**src/hdl/mbe_pkg.sv**
```systemverilog
// Shared constants, types and command/status bundles of the multipart body extractor.
`timescale 1ns / 1ps

package mbe_pkg;

    // Longest boundary line that is accepted
    localparam int MAX_BOUNDARY = 64;
    // Terminator window: CRLF plus the boundary
    localparam int WIN_DEPTH    = MAX_BOUNDARY + 2;
    // Payload bytes held back at most
    localparam int HOLD_DEPTH   = MAX_BOUNDARY + 1;
    localparam int LEN_W        = $clog2(MAX_BOUNDARY + 1);
    localparam int CNT_W        = $clog2(HOLD_DEPTH + 1);

    localparam logic [7:0] CHAR_CR = 8'h0D;
    localparam logic [7:0] CHAR_LF = 8'h0A;

    typedef enum logic [1:0] {
        PH_BOUNDARY = 2'd0,
        PH_HEADERS  = 2'd1,
        PH_PAYLOAD  = 2'd2,
        PH_FINISHED = 2'd3
    } phase_t;

    typedef enum logic [1:0] {
        KIND_BYTE     = 2'd0,
        KIND_BEGIN    = 2'd1,
        KIND_COMPLETE = 2'd2,
        KIND_FAILED   = 2'd3
    } kind_t;

    // Commands from the controller to the datapath
    typedef struct packed {
        logic  take_line;    // count a line byte
        logic  keep_byte;    // also store it as a boundary byte
        logic  latch_len;    // line length becomes the boundary length
        logic  clear_line;   // restart line counting
        logic  clear_window; // empty the payload window
        logic  hold;         // append the byte to the window
        logic  shift;        // emit the oldest byte and append the new one
        logic  emit;         // load the output register
        kind_t kind;
    } cmd_t;

    // Status from the datapath to the controller
    typedef struct packed {
        logic is_cr;
        logic is_lf;
        logic line_empty;
        logic line_ovf;
        logic win_full;
        logic match;
    } stat_t;

endpackage

```
**src/hdl/mbe_ctrl.sv**
```systemverilog
// Phase controller of the multipart body extractor.
`timescale 1ns / 1ps

module mbe_ctrl (
    input  logic           clk,
    input  logic           rst_n,
    input  logic           accept,
    input  mbe_pkg::stat_t stat,
    output mbe_pkg::cmd_t  cmd
);

    mbe_pkg::phase_t state_reg;
    mbe_pkg::phase_t state_next;

    // Hold the phase
    always_ff @(posedge clk or negedge rst_n)
    begin
        if (!rst_n)
        begin
            state_reg <= mbe_pkg::PH_BOUNDARY;
        end
        else
        begin
            state_reg <= state_next;
        end
    end

    // Advance the phase on line ends and on the terminator
    always_comb
    begin
        state_next = state_reg;
        if (accept)
        begin
            case (state_reg)
                mbe_pkg::PH_BOUNDARY:
                begin
                    if (stat.is_lf)
                    begin
                        state_next = (stat.line_ovf || stat.line_empty) ?
                                     mbe_pkg::PH_FINISHED : mbe_pkg::PH_HEADERS;
                    end
                end
                mbe_pkg::PH_HEADERS:
                begin
                    if (stat.is_lf && stat.line_empty)
                    begin
                        state_next = mbe_pkg::PH_PAYLOAD;
                    end
                end
                mbe_pkg::PH_PAYLOAD:
                begin
                    if (stat.win_full && stat.match)
                    begin
                        state_next = mbe_pkg::PH_FINISHED;
                    end
                end
                mbe_pkg::PH_FINISHED:
                begin
                    state_next = mbe_pkg::PH_FINISHED;
                end
                default:
                begin
                    state_next = mbe_pkg::PH_BOUNDARY;
                end
            endcase
        end
    end

    // Drive datapath commands for the accepted item
    always_comb
    begin
        cmd = '0;
        if (accept)
        begin
            case (state_reg)
                mbe_pkg::PH_BOUNDARY:
                begin
                    if (stat.is_lf)
                    begin
                        if (stat.line_ovf || stat.line_empty)
                        begin
                            cmd.emit = 1'b1;
                            cmd.kind = mbe_pkg::KIND_FAILED;
                        end
                        else
                        begin
                            cmd.latch_len  = 1'b1;
                            cmd.clear_line = 1'b1;
                        end
                    end
                    else if (!stat.is_cr)
                    begin
                        cmd.take_line = 1'b1;
                        cmd.keep_byte = 1'b1;
                    end
                end
                mbe_pkg::PH_HEADERS:
                begin
                    if (stat.is_lf)
                    begin
                        cmd.clear_line = 1'b1;
                        if (stat.line_empty)
                        begin
                            cmd.clear_window = 1'b1;
                            cmd.emit         = 1'b1;
                            cmd.kind         = mbe_pkg::KIND_BEGIN;
                        end
                    end
                    else if (!stat.is_cr)
                    begin
                        cmd.take_line = 1'b1;
                    end
                end
                mbe_pkg::PH_PAYLOAD:
                begin
                    if (!stat.win_full)
                    begin
                        cmd.hold = 1'b1;
                    end
                    else if (stat.match)
                    begin
                        cmd.emit = 1'b1;
                        cmd.kind = mbe_pkg::KIND_COMPLETE;
                    end
                    else
                    begin
                        cmd.shift = 1'b1;
                        cmd.emit  = 1'b1;
                        cmd.kind  = mbe_pkg::KIND_BYTE;
                    end
                end
                default:
                begin
                    cmd = '0;
                end
            endcase
        end
    end

    // Finished is final
    assert property (@(posedge clk) disable iff (!rst_n)
        state_reg == mbe_pkg::PH_FINISHED |=> state_reg == mbe_pkg::PH_FINISHED)
        else $error("left finished phase");

    // A terminal result ends the run
    assert property (@(posedge clk) disable iff (!rst_n)
        cmd.emit && (cmd.kind == mbe_pkg::KIND_COMPLETE || cmd.kind == mbe_pkg::KIND_FAILED)
        |=> state_reg == mbe_pkg::PH_FINISHED)
        else $error("terminal result without finishing");

    // Part begin enters the payload phase
    assert property (@(posedge clk) disable iff (!rst_n)
        cmd.emit && cmd.kind == mbe_pkg::KIND_BEGIN |=> state_reg == mbe_pkg::PH_PAYLOAD)
        else $error("part begin without payload phase");

endmodule

```
**src/hdl/mbe_dpath.sv**
```systemverilog
// Line counter, boundary store, payload window, terminator matcher and output register.
`timescale 1ns / 1ps

module mbe_dpath (
    input  logic                clk,
    input  logic                rst_n,
    input  logic [7:0]          data_byte,
    input  mbe_pkg::cmd_t       cmd,
    output mbe_pkg::stat_t      stat,
    input  logic                out_ready,
    output logic                out_valid,
    output logic [1:0]          out_kind,
    output logic [7:0]          out_byte
);

    logic [mbe_pkg::LEN_W-1:0]     line_len_reg;
    logic                          line_ovf_reg;
    logic [mbe_pkg::LEN_W-1:0]     blen_reg;
    logic [mbe_pkg::CNT_W-1:0]     held_cnt_reg;
    logic [mbe_pkg::WIN_DEPTH-1:0] hit_vec_reg;
    logic [mbe_pkg::WIN_DEPTH-1:0] hit_vec_next;
    logic [mbe_pkg::WIN_DEPTH-1:0] byte_eq;
    logic [7:0]                    bstore_reg [mbe_pkg::MAX_BOUNDARY];
    logic [7:0]                    held_reg [mbe_pkg::HOLD_DEPTH];
    logic [mbe_pkg::CNT_W-1:0]     keep;
    logic                          line_full;
    logic                          match;
    logic                          out_valid_reg;
    logic [1:0]                    out_kind_reg;
    logic [7:0]                    out_byte_reg;

    // Window size less one: boundary plus CRLF minus the incoming byte
    assign keep      = mbe_pkg::CNT_W'(blen_reg) + mbe_pkg::CNT_W'(1);
    assign line_full = (line_len_reg == mbe_pkg::LEN_W'(mbe_pkg::MAX_BOUNDARY));

    // Compare the byte against every terminator position
    always_comb
    begin
        for (int k = 0; k < mbe_pkg::WIN_DEPTH; k++)
        begin
            if (k == 0)
            begin
                byte_eq[k] = (data_byte == mbe_pkg::CHAR_CR);
            end
            else if (k == 1)
            begin
                byte_eq[k] = (data_byte == mbe_pkg::CHAR_LF);
            end
            else
            begin
                byte_eq[k] = (data_byte == bstore_reg[k-2]);
            end
        end
    end

    // Advance the partial-match vector (bit k: last k+1 bytes match the prefix)
    assign hit_vec_next = {hit_vec_reg[mbe_pkg::WIN_DEPTH-2:0], 1'b1} & byte_eq;

    // Pick the full-length match bit
    always_comb
    begin
        match = 1'b0;
        for (int k = 1; k < mbe_pkg::WIN_DEPTH; k++)
        begin
            if (keep == mbe_pkg::CNT_W'(k))
            begin
                match = hit_vec_next[k];
            end
        end
    end

    always_comb
    begin
        stat.is_cr      = (data_byte == mbe_pkg::CHAR_CR);
        stat.is_lf      = (data_byte == mbe_pkg::CHAR_LF);
        stat.line_empty = (line_len_reg == '0);
        stat.line_ovf   = line_ovf_reg;
        stat.win_full   = (held_cnt_reg == keep);
        stat.match      = match;
    end

    // Count line bytes with saturation, latch the boundary length
    always_ff @(posedge clk or negedge rst_n)
    begin
        if (!rst_n)
        begin
            line_len_reg <= '0;
            line_ovf_reg <= 1'b0;
            blen_reg     <= '0;
        end
        else
        begin
            if (cmd.latch_len)
            begin
                blen_reg <= line_len_reg;
            end
            if (cmd.clear_line)
            begin
                line_len_reg <= '0;
                line_ovf_reg <= 1'b0;
            end
            else if (cmd.take_line)
            begin
                if (line_full)
                begin
                    line_ovf_reg <= 1'b1;
                end
                else
                begin
                    line_len_reg <= line_len_reg + mbe_pkg::LEN_W'(1);
                end
            end
        end
    end

    // Store boundary bytes at the current line position
    always_ff @(posedge clk)
    begin
        for (int i = 0; i < mbe_pkg::MAX_BOUNDARY; i++)
        begin
            if (cmd.take_line && cmd.keep_byte && !line_full &&
                line_len_reg == mbe_pkg::LEN_W'(i))
            begin
                bstore_reg[i] <= data_byte;
            end
        end
    end

    // Track fill level and the match vector of the payload window
    always_ff @(posedge clk or negedge rst_n)
    begin
        if (!rst_n)
        begin
            held_cnt_reg <= '0;
            hit_vec_reg  <= '0;
        end
        else if (cmd.clear_window)
        begin
            held_cnt_reg <= '0;
            hit_vec_reg  <= '0;
        end
        else if (cmd.hold)
        begin
            held_cnt_reg <= held_cnt_reg + mbe_pkg::CNT_W'(1);
            hit_vec_reg  <= hit_vec_next;
        end
        else if (cmd.shift)
        begin
            hit_vec_reg <= hit_vec_next;
        end
    end

    // Append at the fill level, or shift out the oldest and append at the tail
    for (genvar i = 0; i < mbe_pkg::HOLD_DEPTH; i++)
    begin : g_held
        always_ff @(posedge clk)
        begin
            if (cmd.hold && held_cnt_reg == mbe_pkg::CNT_W'(i))
            begin
                held_reg[i] <= data_byte;
            end
            else if (cmd.shift)
            begin
                if (keep == mbe_pkg::CNT_W'(i + 1))
                begin
                    held_reg[i] <= data_byte;
                end
                else
                begin
                    if (i < mbe_pkg::HOLD_DEPTH - 1)
                    begin
                        held_reg[i] <= held_reg[(i + 1) % mbe_pkg::HOLD_DEPTH];
                    end
                end
            end
        end
    end

    // Load the output register on a result, drop it once taken
    always_ff @(posedge clk or negedge rst_n)
    begin
        if (!rst_n)
        begin
            out_valid_reg <= 1'b0;
        end
        else if (cmd.emit)
        begin
            out_valid_reg <= 1'b1;
        end
        else if (out_ready)
        begin
            out_valid_reg <= 1'b0;
        end
    end

    always_ff @(posedge clk)
    begin
        if (cmd.emit)
        begin
            out_kind_reg <= cmd.kind;
            out_byte_reg <= cmd.shift ? held_reg[0] : 8'h00;
        end
    end

    assign out_valid = out_valid_reg;
    assign out_kind  = out_kind_reg;
    assign out_byte  = out_byte_reg;

    // The window never holds more than its size less one
    assert property (@(posedge clk) disable iff (!rst_n)
        held_cnt_reg <= keep)
        else $error("payload window overfilled");

    // A result never overwrites one still waiting
    assert property (@(posedge clk) disable iff (!rst_n)
        cmd.emit |-> !out_valid_reg || out_ready)
        else $error("result overwritten while stalled");

    // Bytes leave the window only once it is full
    assert property (@(posedge clk) disable iff (!rst_n)
        cmd.shift |-> held_cnt_reg == keep && blen_reg != '0)
        else $error("shift on a window that is not full");

endmodule

```
**src/hdl/multipart_body_extractor.sv**
```systemverilog
// Top level of the multipart body extractor: stream ports, controller and datapath.
`timescale 1ns / 1ps
//
// Usage: feed the raw multipart request body, one byte per item, on the
// s_tvalid/s_tready/s_tdata channel. Results leave on m_tvalid/m_tready with
// the kind in m_tuser (payload byte, part begins, complete, failed) and the
// payload byte in m_tdata (zero for the other kinds). The first line is the
// boundary; header lines are skipped up to the blank line, which gives a
// "part begins" item. A payload byte comes out once the boundary length plus
// one later bytes have arrived; the terminator itself is never emitted and
// yields one "complete" item. An empty or over-long boundary line yields "failed".
// After complete or failed, further bytes are consumed without results.
// Throughput: one input byte per cycle while the receiver does not stall; a
// result appears on the output register in the cycle after the byte that causes it.
// The terminator search is a combinational, parallel compare of each byte against
// all boundary positions feeding a shifted partial-match vector.
// Reset clears the phase, counters and output register; no clearing pass.
// When the receiver stalls, the pending result holds and s_tready drops
// until it is taken; a new byte is accepted in the cycle the result leaves.

module multipart_body_extractor (
    input  logic        clk,
    input  logic        rst_n,
    input  logic        s_tvalid,
    output logic        s_tready,
    input  logic [7:0]  s_tdata,   // [7:0] data_byte
    output logic        m_tvalid,
    input  logic        m_tready,
    output logic [7:0]  m_tdata,   // [7:0] out_byte
    output logic [1:0]  m_tuser    // [1:0] out_kind
);

    mbe_pkg::cmd_t  cmd;
    mbe_pkg::stat_t stat;
    logic           accept;

    // Take a byte whenever the output register is free or being emptied
    assign s_tready = !m_tvalid || m_tready;
    assign accept   = s_tvalid && s_tready;

    mbe_ctrl u_ctrl (
        .clk    (clk),
        .rst_n  (rst_n),
        .accept (accept),
        .stat   (stat),
        .cmd    (cmd)
    );

    mbe_dpath u_dpath (
        .clk       (clk),
        .rst_n     (rst_n),
        .data_byte (s_tdata),
        .cmd       (cmd),
        .stat      (stat),
        .out_ready (m_tready),
        .out_valid (m_tvalid),
        .out_kind  (m_tuser),
        .out_byte  (m_tdata)
    );

endmodule
```
**config.mk**
```make
export PLATFORM = sky130hd
export DESIGN_NAME = multipart_body_extractor
export DESIGN_NICKNAME = d
export VERILOG_FILES = /design/src/hdl/mbe_pkg.sv /design/src/hdl/mbe_ctrl.sv /design/src/hdl/mbe_dpath.sv /design/src/hdl/multipart_body_extractor.sv
export SDC_FILE = /design/constraint.sdc
export NUM_CORES = 2
export LEC_CHECK = 0
export BUFFER_PORTS_ARGS = -buffer_cell sky130_fd_sc_hd__buf_2
export CAP_MARGIN = 20
export CORE_MARGIN = 10
export CORE_UTILIZATION = 45
export DETAILED_ROUTE_END_ITERATION = 8
export PLACE_DENSITY_LB_ADDON = 0.05
export SYNTH_ARGS = -nofsm -noshare
export SYNTH_HDL_FRONTEND = slang
export SYNTH_SLANG_ARGS = --single-unit
```
**constraint.sdc**
```tcl
create_clock -name clk -period 11.33 [get_ports clk]
set_input_delay 0.5665 -clock clk [delete_from_list [all_inputs] [get_ports clk]]
set_output_delay 0.5665 -clock clk [all_outputs]
set_load 0.02 [all_outputs]
```
======== Word level (Yosys, flattened, before mapping) ========
Memory sizes are Yosys's and may differ from the RTL's. A register that Yosys moved wholly into a read port is not among the register bits.
Cells that the tools add are included.
word-level totals
  bits in latches ......................... 0
  ROM bits ................................ 0
  register bits ........................... 92
  memories kept ........................... 2
  input port bits ......................... 12
  logic and storage cells ................. 1,821
  output and inout bits ................... 12
  RAM bits ................................ 1,032
operators by class
  multiply operators ...................... 0
  mux-type cells .......................... 1,198
  add/sub/neg operators ................... 3
  reduce and logical (&&, ||, !) cells .... 213
  equal/unequal tests ..................... 267
  order comparisons ....................... 0
  bitwise logic cells ..................... 130
  shifts and indexed selects .............. 0
  divide/modulo/power cells ............... 0
memory list
  memory              words  bits a word  read ports  clocked after memory_dff  write ports  line             source
  u_dpath.held_reg    65     8            65          1                         65           mbe_dpath.sv:24  logic [7:0] held_reg [mbe_pkg::HOLD_DEPTH];
  u_dpath.bstore_reg  64     8            64          0                         1            mbe_dpath.sv:23  logic [7:0] bstore_reg [mbe_pkg::MAX_BOUNDARY];
operator list
  operator                                        count
  two-way mux 8 bit                               192
  two-way mux 1 bit                               913
  == test 7 x 6 -> 1 bit (second input constant)  96
  == test 8 bit                                   64
  OR reduction 8 bit                              63
  two-way mux 6 bit                               63
  == test 7 x 5 -> 1 bit (second input constant)  48
  two-way mux 65 bit                              3
  == test 7 x 4 -> 1 bit (second input constant)  24
  logical AND 1 bit                               134
  OR 1 bit                                        129
  == test 7 x 3 -> 1 bit (second input constant)  12
  AND 66 bit                                      1
  == test 7 x 2 -> 1 bit (second input constant)  6
  two-way mux 7 bit                               5
  == test 7 bit (second input constant)           4
  two-way mux 2 bit                               12
  adder 7 x 1 -> 7 bit (second input constant)    3
  == test 7 x 1 -> 1 bit (second input constant)  3
  == test 8 x 4 -> 1 bit (second input constant)  2
  zero test 7 bit                                 2
  two-way mux 3 bit                               4
  two-way mux 10 bit                              1
  case mux 3 bit (3 select lines)                 1
  15 further kinds                                26

======== Logic depth before layout (Yosys ltp) ========
An unclocked memory read counts as a cell.
  depth after elaboration ................. 141
  gate-level depth with buffers ........... 19
  gate-level depth less buffers ........... 12

======== Cells and area by module ========
From an unflattened synthesis, not the netlist that was laid out.
unflattened totals
  cells, all modules ...................... 3,406
  area, all modules ....................... 50,727.4 um^2
by module, submodules not included
  module                    sequential area each (um^2)  area an instance (um^2)  times used  cells an instance
  mbe_dpath                 33,492.1                     50,468.4                 1           3,372
  mbe_ctrl                  50.0                         236.5                    1           32
  multipart_body_extractor  0.0                          22.5                     1           2

======== Least setup slack after synthesis ========
OpenSTA, ideal clock, no wires.
  kind .................................... register to register
  start ................................... register u_dpath.blen_reg[0] (netlist name)
  end ..................................... memory u_dpath.held_reg[0][0], enable pin
  required time ........................... 10.946 ns
  data arrival time ....................... 3.915 ns
  path buffers ............................ 6
  stages on the path, launching flop included .. 18
  slack ................................... 7.031 ns
  period minus slack after synthesis ...... 4.299 ns
  setup time .............................. 0.384 ns
  cells stage by stage .................... dfrtp_1 -> ha_1 -> and2_1 -> buf_6 -> a21o_1 -> buf_6 -> a22oi_1 -> or3_1 -> a21oi_1 -> or3_1 -> a2111oi_2 -> o2111a_1 -> buf_2 -> buf_6 -> buf_2 -> o21ai_2 -> buf_2 -> o21ai_0
RTL lines
  what                    line             source
  from (decl)             mbe_dpath.sv:18  logic [mbe_pkg::LEN_W-1:0] blen_reg;
  from (signal assigned)  mbe_dpath.sv:95  blen_reg <= line_len_reg;
  to (decl)               mbe_dpath.sv:24

==> metrics.md <==
| Metric | Value |
|---|---|
| WP data required | `around 12 ns` |
| Routability-driven placement congestion ratio | `between 0.9 and 1` |
| Ports | `24` |
| Post-Route Setup TNS | `0 ns` |
| DRC | `0` |
| Gate power share | `0.088` |
| Sequential power share | `0.496` |
| Slew Limit Fails | `0` |
| YS warnings | `0` |
| Post-Synth XOR/XNOR Area | `0.0887` |
| EDFF count, synth | `between 1000 and 1500` |
| Seq cells post-synth | `around 1100` |
| Final hold violations | `0` |
| Via count | `between 20000 and 30000` |
| Crit-path cells | `inv_1 -> ha_1 -> clkinv_1 -> nand2_1 -> nor4_1 -> a2111oi_0 -> o21ai_0 -> o211a_1 -> a2111oi_2 -> o2111a_4 -> buf_4 -> o221ai_2 -> mux2_2` |
| Relative slew slack | `0.196` |
| DIE WIDTH | `362 um` |
| Switching Power | `2.25 mW` |
| Power density over cell area | `164 nW/um2` |
| Total CTS buffers | `between 100 and 150` |
| Final setup vio count | `0` |
| P_leak | `20.6 nW` |
| Sw Share | `0.234` |
| Slew @ Worst Pin | `1.21 ns` |
| IO Port Bufs | `23` |
| Max clock buf depth | `3` |
| Clock power share | `0.416` |
| Worst Skew | `0.0299 ns` |
| Place WS | `between 4 and 5 ns` |
| Clock Sinks | `1132` |
| Grt ovf | `0` |
| Vias in the first global route | `29889` |
| Critical Path AT | `7.29 ns` |
| Synth Area in Simple Gates | `0.0590` |
| Pin count of the biggest net entering global routing | `117` |
| Routed WL | `133000 um` |
| Mapped Area | `52700 um2` |
| Post-synthesis adder-cell area fraction | `0.00309` |
| HP Class | `in -> reg` |
| Commonest non-fill, non-tap cell in the layout | `edfxtp_1` |
| Critical path class | `reg -> reg` |
| Avg Inst Size Synth | `between 15 and 20 um2` |
| Cell variety after synth | `84` |
| Post-synth top flop | `edfxtp_1` |
| TritonCTS clock tree | `built` |
| Final Cycle Share | `0.601` |
| Clk root buf | `clkbuf_16` |
| Filler cell count in the final layout | `9709` |
| Synthesized netlist cell count | `around 3400` |
| Vias/cell | `5.65` |
| Rows | `125` |
| First-pass GRT wire length | `199000 um` |
| Pre-antenna DRT Iters | `8` |
| Die Y | `362 um` |
| DIE AREA | `approximately 130000 um2` |
| Peak supply drop | `0.106 mV` |
| Area Overhead vs Synth | `10.9%` |
| Reg clk slew, reported paths | `0.06 ns` |
| Critical path capture point type | `flip-flop` |
| DRT iter0 DRCs | `around 2400` |
| Largest register FFs | `520` |
| Placeable Area | `116000 um2` |
| RSZ-0062 raised after global routing | `false` |
| Period minus WS final | `6.81 ns` |
| Syn Nets | `3446` |
| FFs w/ async S/R, synth | `0.0795` |
| Dpl hpwl | `80400 um` |
| Startpoint Class | `flip-flop` |
| Seq/Total Area, Yosys | `0.637` |
| Largest family of logic cells by synthesized area | `multiplexers` |
| Status | `finished clean` |
| Initial Utilization | `0.453` |
| Max_cap viols | `0` |
| Final core utilization | `0.503` |
| Worst-path maximum fanout | `38` |
| Final worst slack | `between 4 and 5 ns` |
| Fin Hold WS | `around 0.29 ns` |
| Number of antenna violations at the first check in global routing | `3` |
| Global-route usage over all layers | `0.200` |
| Crit-path slowest cell | `buf_4` |
| Layout cells sized above 1 | `0.254` |
| Slowest stage delay, CP | `a little over 0.9 ns` |
| Compound-cell area share of the yosys netlist | `0.0486` |
| Final Net Count | `3487` |
| Mux contribution to synthesized area | `0.141` |
| Tot Pwr | `9.58 mW` |
| WL/cell | `26.1 um` |
| CTS H-tree lvls | `4` |
| Skew-Pair Late Insertion Delay | `0.74 ns` |
| Most frequent cells in the layout | `edfxtp_1 (1042), xor2_1 (274), mux2_4 (264)` |
| Final ANT Viol Nets | `0` |
| Pint | `7.33 mW` |
| Fmax | `147 MHz` |
[cell type report]
cell class | count | area (um2) | area share
Tap cell | 1524 | 1910 | 0.0326
Inverter | 24 | 90.1 | 0.00154
Antenna cell | 1 | 2.50 | 0.0000428
Sequential cell | 1132 | 33500 | 0.574
Timing Repair Buffer | 118 | 878 | 0.0150
Clock buffer | 186 | 3720 | 0.0637
Clock inverter | 43 | 302 | 0.00516
Multi-Input combinational cell | 2056 | 18000 | 0.308
[critical path: cells and delay by family (launching register included)]
family,cells,cell delay (ns)
AOI/OAI and AO/OA,6,2.64
adders and majority gates,1,0.71
buffers and inverters,3,1.68
DFF,1,0.51
muxes,1,0.39
and+or+nand+nor,2,0.49
[cell families (layout without fill, tap and decap cells)]
| kind of cell | count (synthesis) | count (layout) |
|---|---|---|
| compound gates | 303 | 303 |
| xor+xnor | 532 | 532 |
| fa+ha+maj | 13 | 13 |
| buf+inv | 233 | 371 |
| flops | 1132 | 1132 |
| mux | 577 | 577 |
| other cells | 0 | 1 |
| simple gates | 631 | 631 |
[cells in the mapped netlist (12+ instances only)]
cell / count / share of area
mux2_2: 262 / 0.056
nor3_1: 63 / 0.0060
ha_1: 13 / 0.0031
nand4_1: 69 / 0.0082
and2_1: 13 / 0.0015
o21ai_0: 80 / 0.0076
o22ai_1: 46 / 0.0055
mux2i_1: 51 / 0.0097
xnor2_1: 257 / 0.043
clkbuf_1: 105 / 0.0075
xor2_1: 274 / 0.046
nand3_1: 57 / 0.0054
nor4_1: 49 / 0.0058
inv_1: 23 / 0.0016
dfrtp_1: 90 / 0.043
nor2_1: 160 / 0.011
mux2_4: 264 / 0.075
buf_2: 60 / 0.0057
a21oi_1: 18 / 0.0017
and3_1: 12 / 0.0014
or3_1: 20 / 0.0024
o221ai_2: 18 / 0.0051
edfxtp_1: 1042 / 0.59
nand2_1: 139 / 0.0099
buf_4: 19 / 0.0027
o21ai_4: 40 / 0.012
[path summary, 6_finish.rpt]
check | slack [ns] | startpoint | cells past startpoint | endpoint
max | 4.52 | u_dpath.blen_reg[0] | 13 | u_dpath.held_reg[13][6]
min | 0.29 | s_tdata[5] | 1 | u_dpath.bstore_reg[1][197]
max reg2reg | 4.52 | u_dpath.blen_reg[0] | 13 | u_dpath.held_reg[13][6]
min reg2reg | 0.53 | u_dpath.line_ovf_reg | 2 | u_dpath.line_ovf_reg
max in group asynchronous | 9.55 | rst_n | 3 | u_dpath.hit_vec_reg[19]
min in group asynchronous | 0.39 | rst_n | 2 | u_dpath.hit_vec_reg[61]
[through the flow]
stage / area [um2] / cells
finish: 58400 / 5084
detailed placement: 54200 / 4819
CTS: 58200 / 5049
global placement: 54200 / 4816
global route: 58400 / 5083
floorplan: 52700 / 3421
[timing repair]
item | 4_1_cts | 5_1_grt
setup endpoints to repair | 0 | 0
buffers inserted | 0 | 0
endpoints found under the hold margin | 29 | 0
resized for setup | 0 | 0
hold buffers | 1 | 0
[routing by layer]
metal	track usage	part of all wire	vias to the layer above	routed length [um]
li1	-	-	12860	-
met1	0.287	0.47	14909	62300
met2	0.310	0.45	772	60200
met3	0.0352	0.050	205	6650
met4	0.0585	0.025	2	3290
met5	0	0.00040	-	53
[power by group through the flow]
stage	registers [mW]	clock network, mW	logic [mW]
final	4.75	3.99	0.843
after global routing	4.75	4.24	0.905
after CTS	4.75	4.08	0.847
after detailed placement	4.83	0	0.842
after global placement	4.83	0	0.826
after floorplan	4.79	0	0.582
(Power assumes the default switching activity.)
